$ cat src/hdl/ttsg_pkg.sv
package ttsg_pkg;

  typedef enum logic [1:0] {
    CMD_TICK   = 2'd0,
    CMD_SAMPLE = 2'd1,
    CMD_FAIL   = 2'd2,
    CMD_RSVD   = 2'd3
  } cmd_t;

  typedef enum logic [2:0] {
    MODE_IDLE    = 3'b001,
    MODE_TOUCHED = 3'b010,
    MODE_WAITING = 3'b100
  } mode_t;

  localparam logic [1:0] CFG_REPEAT = 2'd0;
  localparam logic [1:0] CFG_LONG   = 2'd1;
  localparam logic [1:0] CFG_SLIDE  = 2'd2;

  localparam logic [15:0] RESET_REPEAT = 16'd200;
  localparam logic [15:0] RESET_LONG   = 16'd1000;
  localparam logic [15:0] RESET_SLIDE  = 16'd80;

  localparam logic [3:0] NO_CAND = 4'hF;

  typedef struct packed {
    logic [15:0] repeat_ms;
    logic [15:0] long_ms;
    logic [15:0] slide_ms;
  } cfg_t;

  typedef struct packed {
    logic       key_valid;
    logic [2:0] key_index;
    logic       slide_up;
    logic       slide_down;
  } res_t;

endpackage

$ cat src/hdl/touch_tap_slider_gesture_fsm_top.sv
// channel | ports                                       | accepted when
// in      | in_valid in_stall in_command in_touch_status | in_valid && !in_stall
// out     | out_valid out_stall out_key_valid            | out_valid && !out_stall
//         | out_key_index out_slide_up out_slide_down    |
// cfg     | cfg_we cfg_index cfg_data                    | cfg_we
//
// One item per cycle while in_stall is low; each result is registered.
// The gesture state updates in the accept cycle; a two-entry output queue
// decouples the result side.
// in_stall rises only when both queue entries are held by a stalled output.
// rst_n is synchronous; all but the queue data registers have reset values.
module touch_tap_slider_gesture_fsm_top #(
  parameter int ELECTRODES = 8
) (
  input  logic        clk,
  input  logic        rst_n,
  input  logic        in_valid,
  output logic        in_stall,
  input  logic [1:0]  in_command,
  input  logic [15:0] in_touch_status,
  output logic        out_valid,
  input  logic        out_stall,
  output logic        out_key_valid,
  output logic [2:0]  out_key_index,
  output logic        out_slide_up,
  output logic        out_slide_down,
  input  logic        cfg_we,
  input  logic [1:0]  cfg_index,
  input  logic [15:0] cfg_data
);

  ttsg_pkg::cfg_t cfg_r, cfg_nxt;
  ttsg_pkg::res_t res, out_res;
  logic           res_valid;
  logic           q_full;
  logic           item_acc;

  assign in_stall = q_full;
  assign item_acc = in_valid && !q_full;

  always_comb begin
    cfg_nxt = cfg_r;
    if (cfg_we) begin
      unique case (cfg_index)
        ttsg_pkg::CFG_REPEAT: cfg_nxt.repeat_ms = cfg_data;
        ttsg_pkg::CFG_LONG:   cfg_nxt.long_ms   = cfg_data;
        ttsg_pkg::CFG_SLIDE:  cfg_nxt.slide_ms  = cfg_data;
        default: begin
        end
      endcase
    end
  end

  always_ff @(posedge clk) begin
    if (!rst_n) begin
      cfg_r.repeat_ms <= ttsg_pkg::RESET_REPEAT;
      cfg_r.long_ms   <= ttsg_pkg::RESET_LONG;
      cfg_r.slide_ms  <= ttsg_pkg::RESET_SLIDE;
    end else begin
      cfg_r <= cfg_nxt;
    end
  end

  ttsg_core #(
    .ELECTRODES(ELECTRODES)
  ) u_core (
    .clk      (clk),
    .rst_n    (rst_n),
    .item_acc (item_acc),
    .cmd      (in_command),
    .status   (in_touch_status),
    .cfg      (cfg_r),
    .res_valid(res_valid),
    .res      (res)
  );

  ttsg_outq u_outq (
    .clk      (clk),
    .rst_n    (rst_n),
    .push     (res_valid),
    .push_data(res),
    .full     (q_full),
    .out_valid(out_valid),
    .out_stall(out_stall),
    .out_data (out_res)
  );

  assign out_key_valid  = out_res.key_valid;
  assign out_key_index  = out_res.key_index;
  assign out_slide_up   = out_res.slide_up;
  assign out_slide_down = out_res.slide_down;

endmodule

$ cat src/hdl/ttsg_core.sv
module ttsg_core #(
  parameter int ELECTRODES = 8
) (
  input  logic               clk,
  input  logic               rst_n,
  input  logic               item_acc,
  input  logic [1:0]         cmd,
  input  logic [15:0]        status,
  input  ttsg_pkg::cfg_t     cfg,
  output logic               res_valid,
  output ttsg_pkg::res_t     res
);

  localparam logic [3:0] NUM_E = 4'(ELECTRODES);

  ttsg_pkg::mode_t mode_r, mode_nxt;
  logic [3:0]  cand_r, cand_nxt;
  logic [15:0] prev_r, prev_nxt;
  logic        slid_r, slid_nxt;
  logic        rep_r, rep_nxt;
  logic [15:0] now_r, now_nxt;
  logic [15:0] hold_r, hold_nxt;
  logic [15:0] lrep_r, lrep_nxt;
  logic [15:0] lslide_r, lslide_nxt;
  logic [15:0] lkey_r, lkey_nxt;

  logic [15:0] since_slide, since_key, since_hold, since_rep;
  logic [ELECTRODES-1:0] move_mask, idle_mask;
  logic [3:0] move_sel, idle_sel;

  assign since_slide = now_r - lslide_r;
  assign since_key   = now_r - lkey_r;
  assign since_hold  = now_r - hold_r;
  assign since_rep   = now_r - lrep_r;

  always_comb begin
    move_sel = 4'd0;
    idle_sel = 4'd0;
    for (int i = 0; i < ELECTRODES; i++) begin
      move_mask[i] = status[i] && (4'(i) != cand_r);
      idle_mask[i] = status[i];
    end
    for (int i = ELECTRODES - 1; i >= 0; i--) begin
      if (move_mask[i]) move_sel = 4'(i);
      if (idle_mask[i]) idle_sel = 4'(i);
    end
  end

  always_comb begin
    mode_nxt   = mode_r;
    cand_nxt   = cand_r;
    prev_nxt   = prev_r;
    slid_nxt   = slid_r;
    rep_nxt    = rep_r;
    now_nxt    = now_r;
    hold_nxt   = hold_r;
    lrep_nxt   = lrep_r;
    lslide_nxt = lslide_r;
    lkey_nxt   = lkey_r;
    res        = '0;
    res_valid  = 1'b0;
    if (item_acc) begin
      unique case (ttsg_pkg::cmd_t'(cmd))
        ttsg_pkg::CMD_TICK: begin
          now_nxt = now_r + 16'd1;
        end
        ttsg_pkg::CMD_FAIL: begin
          res_valid = 1'b1;
        end
        ttsg_pkg::CMD_RSVD: begin
        end
        ttsg_pkg::CMD_SAMPLE: begin
          res_valid = 1'b1;
          prev_nxt  = status;
          unique case (mode_r)
            ttsg_pkg::MODE_TOUCHED: begin
              if (|move_mask) begin
                if (since_slide >= cfg.slide_ms && since_key >= cfg.slide_ms) begin
                  rep_nxt        = 1'b0;
                  res.slide_up   = cand_r > move_sel;
                  res.slide_down = !(cand_r > move_sel);
                  lslide_nxt     = now_r;
                end
                cand_nxt = move_sel;
                hold_nxt = now_r;
                slid_nxt = 1'b1;
              end else if (cand_r < NUM_E) begin
                if (prev_r[cand_r] && !status[cand_r]) begin
                  rep_nxt  = 1'b0;
                  mode_nxt = ttsg_pkg::MODE_WAITING;
                end else if (status[cand_r] && since_hold >= cfg.long_ms) begin
                  if (!rep_r || since_rep >= cfg.repeat_ms) begin
                    rep_nxt       = 1'b1;
                    lrep_nxt      = now_r;
                    lkey_nxt      = now_r;
                    res.key_valid = 1'b1;
                    res.key_index = cand_r[2:0];
                  end
                end
              end
            end
            ttsg_pkg::MODE_WAITING: begin
              if (status == 16'd0) begin
                if (!slid_r) begin
                  if (cand_r < NUM_E) begin
                    res.key_valid = 1'b1;
                    res.key_index = cand_r[2:0];
                  end
                  lkey_nxt = now_r;
                end
                cand_nxt = ttsg_pkg::NO_CAND;
                mode_nxt = ttsg_pkg::MODE_IDLE;
                slid_nxt = 1'b0;
              end
            end
            ttsg_pkg::MODE_IDLE: begin
              if (prev_r == 16'd0 && |idle_mask) begin
                cand_nxt = idle_sel;
                mode_nxt = ttsg_pkg::MODE_TOUCHED;
                slid_nxt = 1'b0;
                hold_nxt = now_r;
                rep_nxt  = 1'b0;
              end
            end
            default: begin
            end
          endcase
        end
        default: begin
        end
      endcase
    end
  end

  always_ff @(posedge clk) begin
    if (!rst_n) begin
      mode_r   <= ttsg_pkg::MODE_IDLE;
      cand_r   <= ttsg_pkg::NO_CAND;
      prev_r   <= 16'd0;
      slid_r   <= 1'b0;
      rep_r    <= 1'b0;
      now_r    <= 16'd0;
      hold_r   <= 16'd0;
      lrep_r   <= 16'd0;
      lslide_r <= 16'd0;
      lkey_r   <= 16'd0;
    end else begin
      mode_r   <= mode_nxt;
      cand_r   <= cand_nxt;
      prev_r   <= prev_nxt;
      slid_r   <= slid_nxt;
      rep_r    <= rep_nxt;
      now_r    <= now_nxt;
      hold_r   <= hold_nxt;
      lrep_r   <= lrep_nxt;
      lslide_r <= lslide_nxt;
      lkey_r   <= lkey_nxt;
    end
  end

`ifndef ASSERT_OFF
  a_cand_held: assert property (@(posedge clk) disable iff (!rst_n)
    (mode_r != ttsg_pkg::MODE_IDLE) |-> (cand_r < NUM_E))
    else $error("active mode without a valid candidate");

  a_idle_clean: assert property (@(posedge clk) disable iff (!rst_n)
    (mode_r == ttsg_pkg::MODE_IDLE) |-> !slid_r)
    else $error("slid flag left set in idle");

  a_tick_silent: assert property (@(posedge clk) disable iff (!rst_n)
    (item_acc && cmd == ttsg_pkg::CMD_TICK) |-> !res_valid)
    else $error("tick produced a result");
`endif

endmodule

$ cat src/hdl/ttsg_outq.sv
module ttsg_outq (
  input  logic           clk,
  input  logic           rst_n,
  input  logic           push,
  input  ttsg_pkg::res_t push_data,
  output logic           full,
  output logic           out_valid,
  input  logic           out_stall,
  output ttsg_pkg::res_t out_data
);

  logic           main_v_r, main_v_nxt;
  logic           skid_v_r, skid_v_nxt;
  ttsg_pkg::res_t main_r, main_nxt;
  ttsg_pkg::res_t skid_r, skid_nxt;
  logic           take;

  assign take      = !main_v_r || !out_stall;
  assign full      = skid_v_r;
  assign out_valid = main_v_r;
  assign out_data  = main_r;

  always_comb begin
    main_v_nxt = main_v_r;
    skid_v_nxt = skid_v_r;
    main_nxt   = main_r;
    skid_nxt   = skid_r;
    if (take) begin
      if (skid_v_r) begin
        main_v_nxt = 1'b1;
        main_nxt   = skid_r;
        skid_v_nxt = push;
        skid_nxt   = push_data;
      end else begin
        main_v_nxt = push;
        main_nxt   = push_data;
      end
    end else if (push) begin
      skid_v_nxt = 1'b1;
      skid_nxt   = push_data;
    end
  end

  always_ff @(posedge clk) begin
    if (!rst_n) begin
      main_v_r <= 1'b0;
      skid_v_r <= 1'b0;
    end else begin
      main_v_r <= main_v_nxt;
      skid_v_r <= skid_v_nxt;
    end
    main_r <= main_nxt;
    skid_r <= skid_nxt;
  end

`ifndef ASSERT_OFF
  a_skid_order: assert property (@(posedge clk) disable iff (!rst_n)
    skid_v_r |-> main_v_r)
    else $error("skid entry without head entry");

  a_no_overflow: assert property (@(posedge clk) disable iff (!rst_n)
    push |-> !skid_v_r)
    else $error("item pushed into full queue");

  a_hold_stalled: assert property (@(posedge clk) disable iff (!rst_n)
    (out_valid && out_stall) |=> (out_valid && $stable(out_data)))
    else $error("stalled result changed");
`endif

endmodule

$ cat config.mk
export PLATFORM = sky130hd
export DESIGN_NAME = touch_tap_slider_gesture_fsm_top
export DESIGN_NICKNAME = d
export VERILOG_FILES = /design/src/hdl/ttsg_pkg.sv /design/src/hdl/touch_tap_slider_gesture_fsm_top.sv /design/src/hdl/ttsg_core.sv /design/src/hdl/ttsg_outq.sv
export SDC_FILE = /design/constraint.sdc
export NUM_CORES = 1
export LEC_CHECK = 0
export BUFFER_PORTS_ARGS = -buffer_cell sky130_fd_sc_hd__buf_2
export CAP_MARGIN = 20
export CORE_AREA = 5 5 176 178
export DETAILED_ROUTE_END_ITERATION = 8
export DIE_AREA = 0 0 181 183
export GPL_TIMING_DRIVEN = 0
export HOLD_SLACK_MARGIN = 0.05
export MAX_ROUTING_LAYER = met4
export PLACE_DENSITY_LB_ADDON = 0.08
export SLEW_MARGIN = 10
export SYNTH_ARGS = -nofsm -noshare
export SYNTH_HDL_FRONTEND = slang
export SYNTH_SLANG_ARGS = --single-unit
$ cat constraint.sdc
create_clock -name clk -period 5.3 [get_ports clk]
set_input_delay 0.53 -clock clk [delete_from_list [all_inputs] [get_ports clk]]
set_output_delay 0.53 -clock clk [all_outputs]
set_load 0.05 [all_outputs]
==> results.py <==
metrics = {
    "status": {
        "run_status": "completed",
    },
    "timing": {
        "rsz_0062_raised_after_global_routing": "no",
        "finalMaxSlewViolations": 0,
        "slew_headroom_pct": 38.70,
        "fmax_ghz": 0.2018,
        "max_slew.worst_pin.slew_ps": 917.5,
        "clock_skew_ps": 26.29,
        "min_period_over_period_pct": 93.51,
        "finalWorstSetupSlack_ps": 344.2,
        "finalWorstPathRequiredPeriod_ps": 4956,
        "setup_viol_count_final": 0,
        "fin_hold_viols": 0,
    },
    "clock_tree": {
        "cts_tree": "built",
        "clock_sinks": 167,
        "cts_max_level": 4,
        "worstSkewPairLatency_ps": 460,
        "cts_root_buf": "clkbuf_16",
        "cts.reportedPaths.clkPinSlew_ps": 90,
        "postCtsHoldBufs": 0,
        "clk_path_buf_depth": 2,
        "cts_buffers": 17,
    },
    "final_layout": {
        "most_common_cell_after_layout_fill_and_taps_aside": "nand2_1",
        "post_route_cells_drive_above_1_share_pct": 8.294,
        "regArea_mm2": 0.003466,
        "final_cell_mix": "nand2_1 (234), dfxtp_1 (153), ha_1 (130), inv_1 (124), a21oi_1 (70)",
        "fin_nets": 1645,
        "multiInputGateArea_mm2": 0.007340,
        "flow.area_growth_from_synthesis_pct": 11.70,
        "filler_cell_count": 2992,
    },
    "die": {
        "fp.coreArea_mm2": 0.02924,
        "initial_utilization_pct": 39.35,
        "die_area_mm2": 0.03312,
        "floorplan.rows": 63,
        "die_x_um": 181,
        "floorplan.die.height_um": 183,
        "io_pins": 49,
    },
    "placed_design": {
        "gp_congestion": 0.8851,
        "dp.final_hpwl_mm": 26.85,
        "placement.setup.worst_slack_ps": -127.2,
        "portBuffers": 44,
    },
    "global_route": {
        "busiest_layer": "met2",
        "grt_pass1_vias": 9387,
        "grt_use_met2_pct": 35.56,
        "grt_max_degree": 20,
        "grt_usage_pct": 21.36,
        "grt_pass1_wl_mm": 53.67,
        "number_of_antenna_violations_at_the_first_check_in_global_routing": 1,
        "global_route.overflow_total": 0,
        "grt_util_met3_pct": 2.519,
        "grt_use_met1_pct": 27.41,
    },
    "setup_path": {
        "critical_path.reg2reg.endpoint": "u_outq.out_data[2]",
        "max_stage_delay_ps": 620,
        "critical_path.endpoint_type": "flop",
        "critPathLaunchType": "flop",
        "regToRegSetupSlack_ps": 340,
        "worst_ep_arrival_time_ps": 5260,
        "worst-path-max-fanout": 8,
        "path_cells": "inv_2, ha_1, inv_1, fa_1, a21o_1, a21oi_1, o21bai_1, a31oi_1, o21ai_0, a21oi_1, xnor2_1, ha_1, nand3_1, o31ai_1, o21ai_1, or4_4, o22ai_4, a22o_1",
        "worst_path_dominant_cell_family": "compound AO/OA/AOI/OAI gates",
        "timing.critical_path.slowest_stage_cell": "or4_4",
        "setup.worst_path.class": "reg -> reg",
        "reg2reg_from": "u_core.now_r[0]",
        "cp_num_buf_inv": 2,
        "r2r.worst_path.cells": 18,
        "cp_data_required_time_ps": 5600,
    },
    "synth": {
        "yosys.area_share.simple_pct": 20.09,
        "synth-seq-area-share_pct": 30.10,
        "synthXorXnorAreaFrac_pct": 5.099,
        "synth.area.mux_share_pct": 5.263,
        "asyncSetResetFlopFracSynth_pct": 0,
        "synth_seq_cells": 167,
        "ys_warn_count": 0,
        "synth_compound_gate_area_share_pct": 18.31,
        "ys_dominant_reg_cell": "dfxtp_1",
        "syn_nets": 1580,
        "syn_std_cell_area_mm2": 0.01151,
        "synth.distinct_cells": 67,
        "yosys.area_share.adder_pct": 14.83,
        "post_synth_edffs": 12,
        "postSynthAreaPerCell_um2": 8.190,
        "synthCells": 1405,
        "synth_top_family_by_area": "simple AND/OR/NAND/NOR gates",
    },
    "detailed_routing": {
        "routed_via_density": 5.210,
        "wire_per_inst_um": 18.11,
        "remaining_drc_errors": 0,
        "dr_vias": 9764,
        "drt.antenna.violating_nets": 0,
        "initial_detailed_routing_violation_count": 556,
        "drt_pre_antenna_iters": 5,
        "routed_wl_mm": 33.94,
    },
    "pwr": {
        "cell_leakage_power_uw": 0.005141,
        "power.total_uw": 2861,
        "vdd_drop_max_v": 0.0001699,
        "cellPowerDensity_mw_per_mm2": 222.6,
    },
    "hold_path": {
        "min_path_type": "in -> reg",
        "end_point_of_the_worst_hold_path": "u_core.prev_r[13]",
        "worstHoldStart": "in_touch_status[13]",
        "whs_path_depth": 3,
    },
    "run": {
        "max_cap_viol_count": 0,
    },
}
what timing repair did:
item                                   CTS  global route
setup endpoints to repair                6            56
resized for setup                        2             7
buffers inserted                         0             0
endpoints found under the hold margin    0             0
cell type report:
cell class                      count  share of cell area (%)
Tap cell                          390                   3.796
Timing Repair Buffer               46                   1.830
Clock buffer                       18                   3.339
Inverter                          125                   3.650
Clock inverter                     14                   1.304
Multi-Input combinational cell   1052                   57.10
Sequential cell                   167                   26.96
Buffer                             61                   1.996
Antenna cell                        1                 0.01947
Yosys cell counts, types with 3 or more instances:
library cell,count,area share [%]
mux2i_1,38,3.3
and2_1,17,0.92
a21boi_1,10,0.65
nor2_1,51,1.7
a22o_1,5,0.38
clkbuf_1,49,1.6
a2111o_1,3,0.29
nand3_1,35,1.5
a211oi_1,4,0.26
o21a_1,7,0.46
a211o_1,4,0.30
a21oi_1,71,3.1
nand3b_1,6,0.39
xor2_1,11,0.84
dfxtp_1,155,27
nor2_4,3,0.29
o31ai_1,6,0.39
edfxtp_1,12,3.1
xnor2_1,56,4.3
or4_1,3,0.20
a21o_1,23,1.5
o2111ai_1,3,0.23
inv_1,125,4.1
nand2b_1,6,0.33
mux4_2,10,2.0
o21bai_1,8,0.52
a31o_2,3,0.23
or3_1,10,0.54
and3b_1,4,0.30
buf_2,6,0.26
fa_1,4,0.70
and3_1,8,0.43
nor2b_1,37,2.0
ha_1,130,14
nand4_1,14,0.76
o21ai_1,3,0.13
a21boi_0,67,4.4
nor3b_1,4,0.26
nand2_1,234,7.6
o211ai_1,17,1.1
nor4_1,13,0.71
a31oi_1,8,0.43
nor3_1,22,0.96
o21ai_0,66,2.9
or2_2,6,0.33
metrics by stage:
stage | cells | setup TNS [ps] | hold slack (ps) | utilization [%] | cell area (um^2)
after global routing | 1873 | 0 | 336.1 | 43.94 | 12850
after detailed placement | 1840 | -253.6 | 449.4 | 41.80 | 12230
final | 1874 | 0 | 335.1 | 43.95 | 12850
after CTS | 1872 | 0 | 319.4 | 43.85 | 12820
after floorplan | 1405 | 0 | 436.0 | - | 11510
after global placement | 1839 | -8120 | 446.4 | 41.77 | 12220
power breakdown:
group          total [uW]  internal [uW]  leakage, uW  switching [uW]
sequential           1310           1290      0.00137            14.4
combinational         282            102      0.00348             180
clock                1270            640     0.000292             633
worst min-delay path, delay by kind of cell:
kind | cells | cell delay, ps
buf+inv | 1 | 110
compound gates | 1 | 60
simple gates | 1 | 50
logic make-up after synthesis:
| kind of cell | after synthesis |
|---|---|
| flip-flops | 167 |
| buffers and inverters | 186 |
| AND/OR/NAND/NOR | 482 |
| multiplexers | 48 |
| XOR/XNOR | 67 |
| adder cells (fa/ha/maj) | 134 |
| AO/OA/AOI/OAI | 321 |
sequential cells by signal, summed over array words and instances (netlist names):
register	cells
cfg_r	48
u_core.hold_r	16
u_core.lkey_r	16
u_core.lrep_r	16
u_core.lslide_r	16
u_core.now_r	16
u_core.prev_r	16
u_outq.out_data	6
u_outq.skid_r	6
u_core.cand_r	4
u_core.mode_r	3
u_core.rep_r	1
u_core.slid_r	1
u_outq.full	1
u_outq.out_valid	1
how the worst max path moves through the flow:
stage,depth (start not counted),endpoint,start,slack (ps)
floorplan,20,u_core.lrep_r[10],u_core.now_r[0],980
global placement,16,u_core.lslide_r[1],u_core.now_r[1],-470
detailed placement,19,u_outq.out_data[0],u_core.now_r[1],-130
CTS,19,u_outq.out_data[3],u_core.now_r[0],60
global route,18,u_outq.out_data[3],u_core.now_r[0],30
finish,18,u_outq.out_data[2],u_core.now_r[0],340
layer usage:
layer  up-vias  share of wire (%)
met4         0                2.6
met1      4594                 47
met3        39                2.6
met2       141                 48
met5         -                  0
li1       4990                  -
Note: power is estimated with default switching activity, not from simulation.
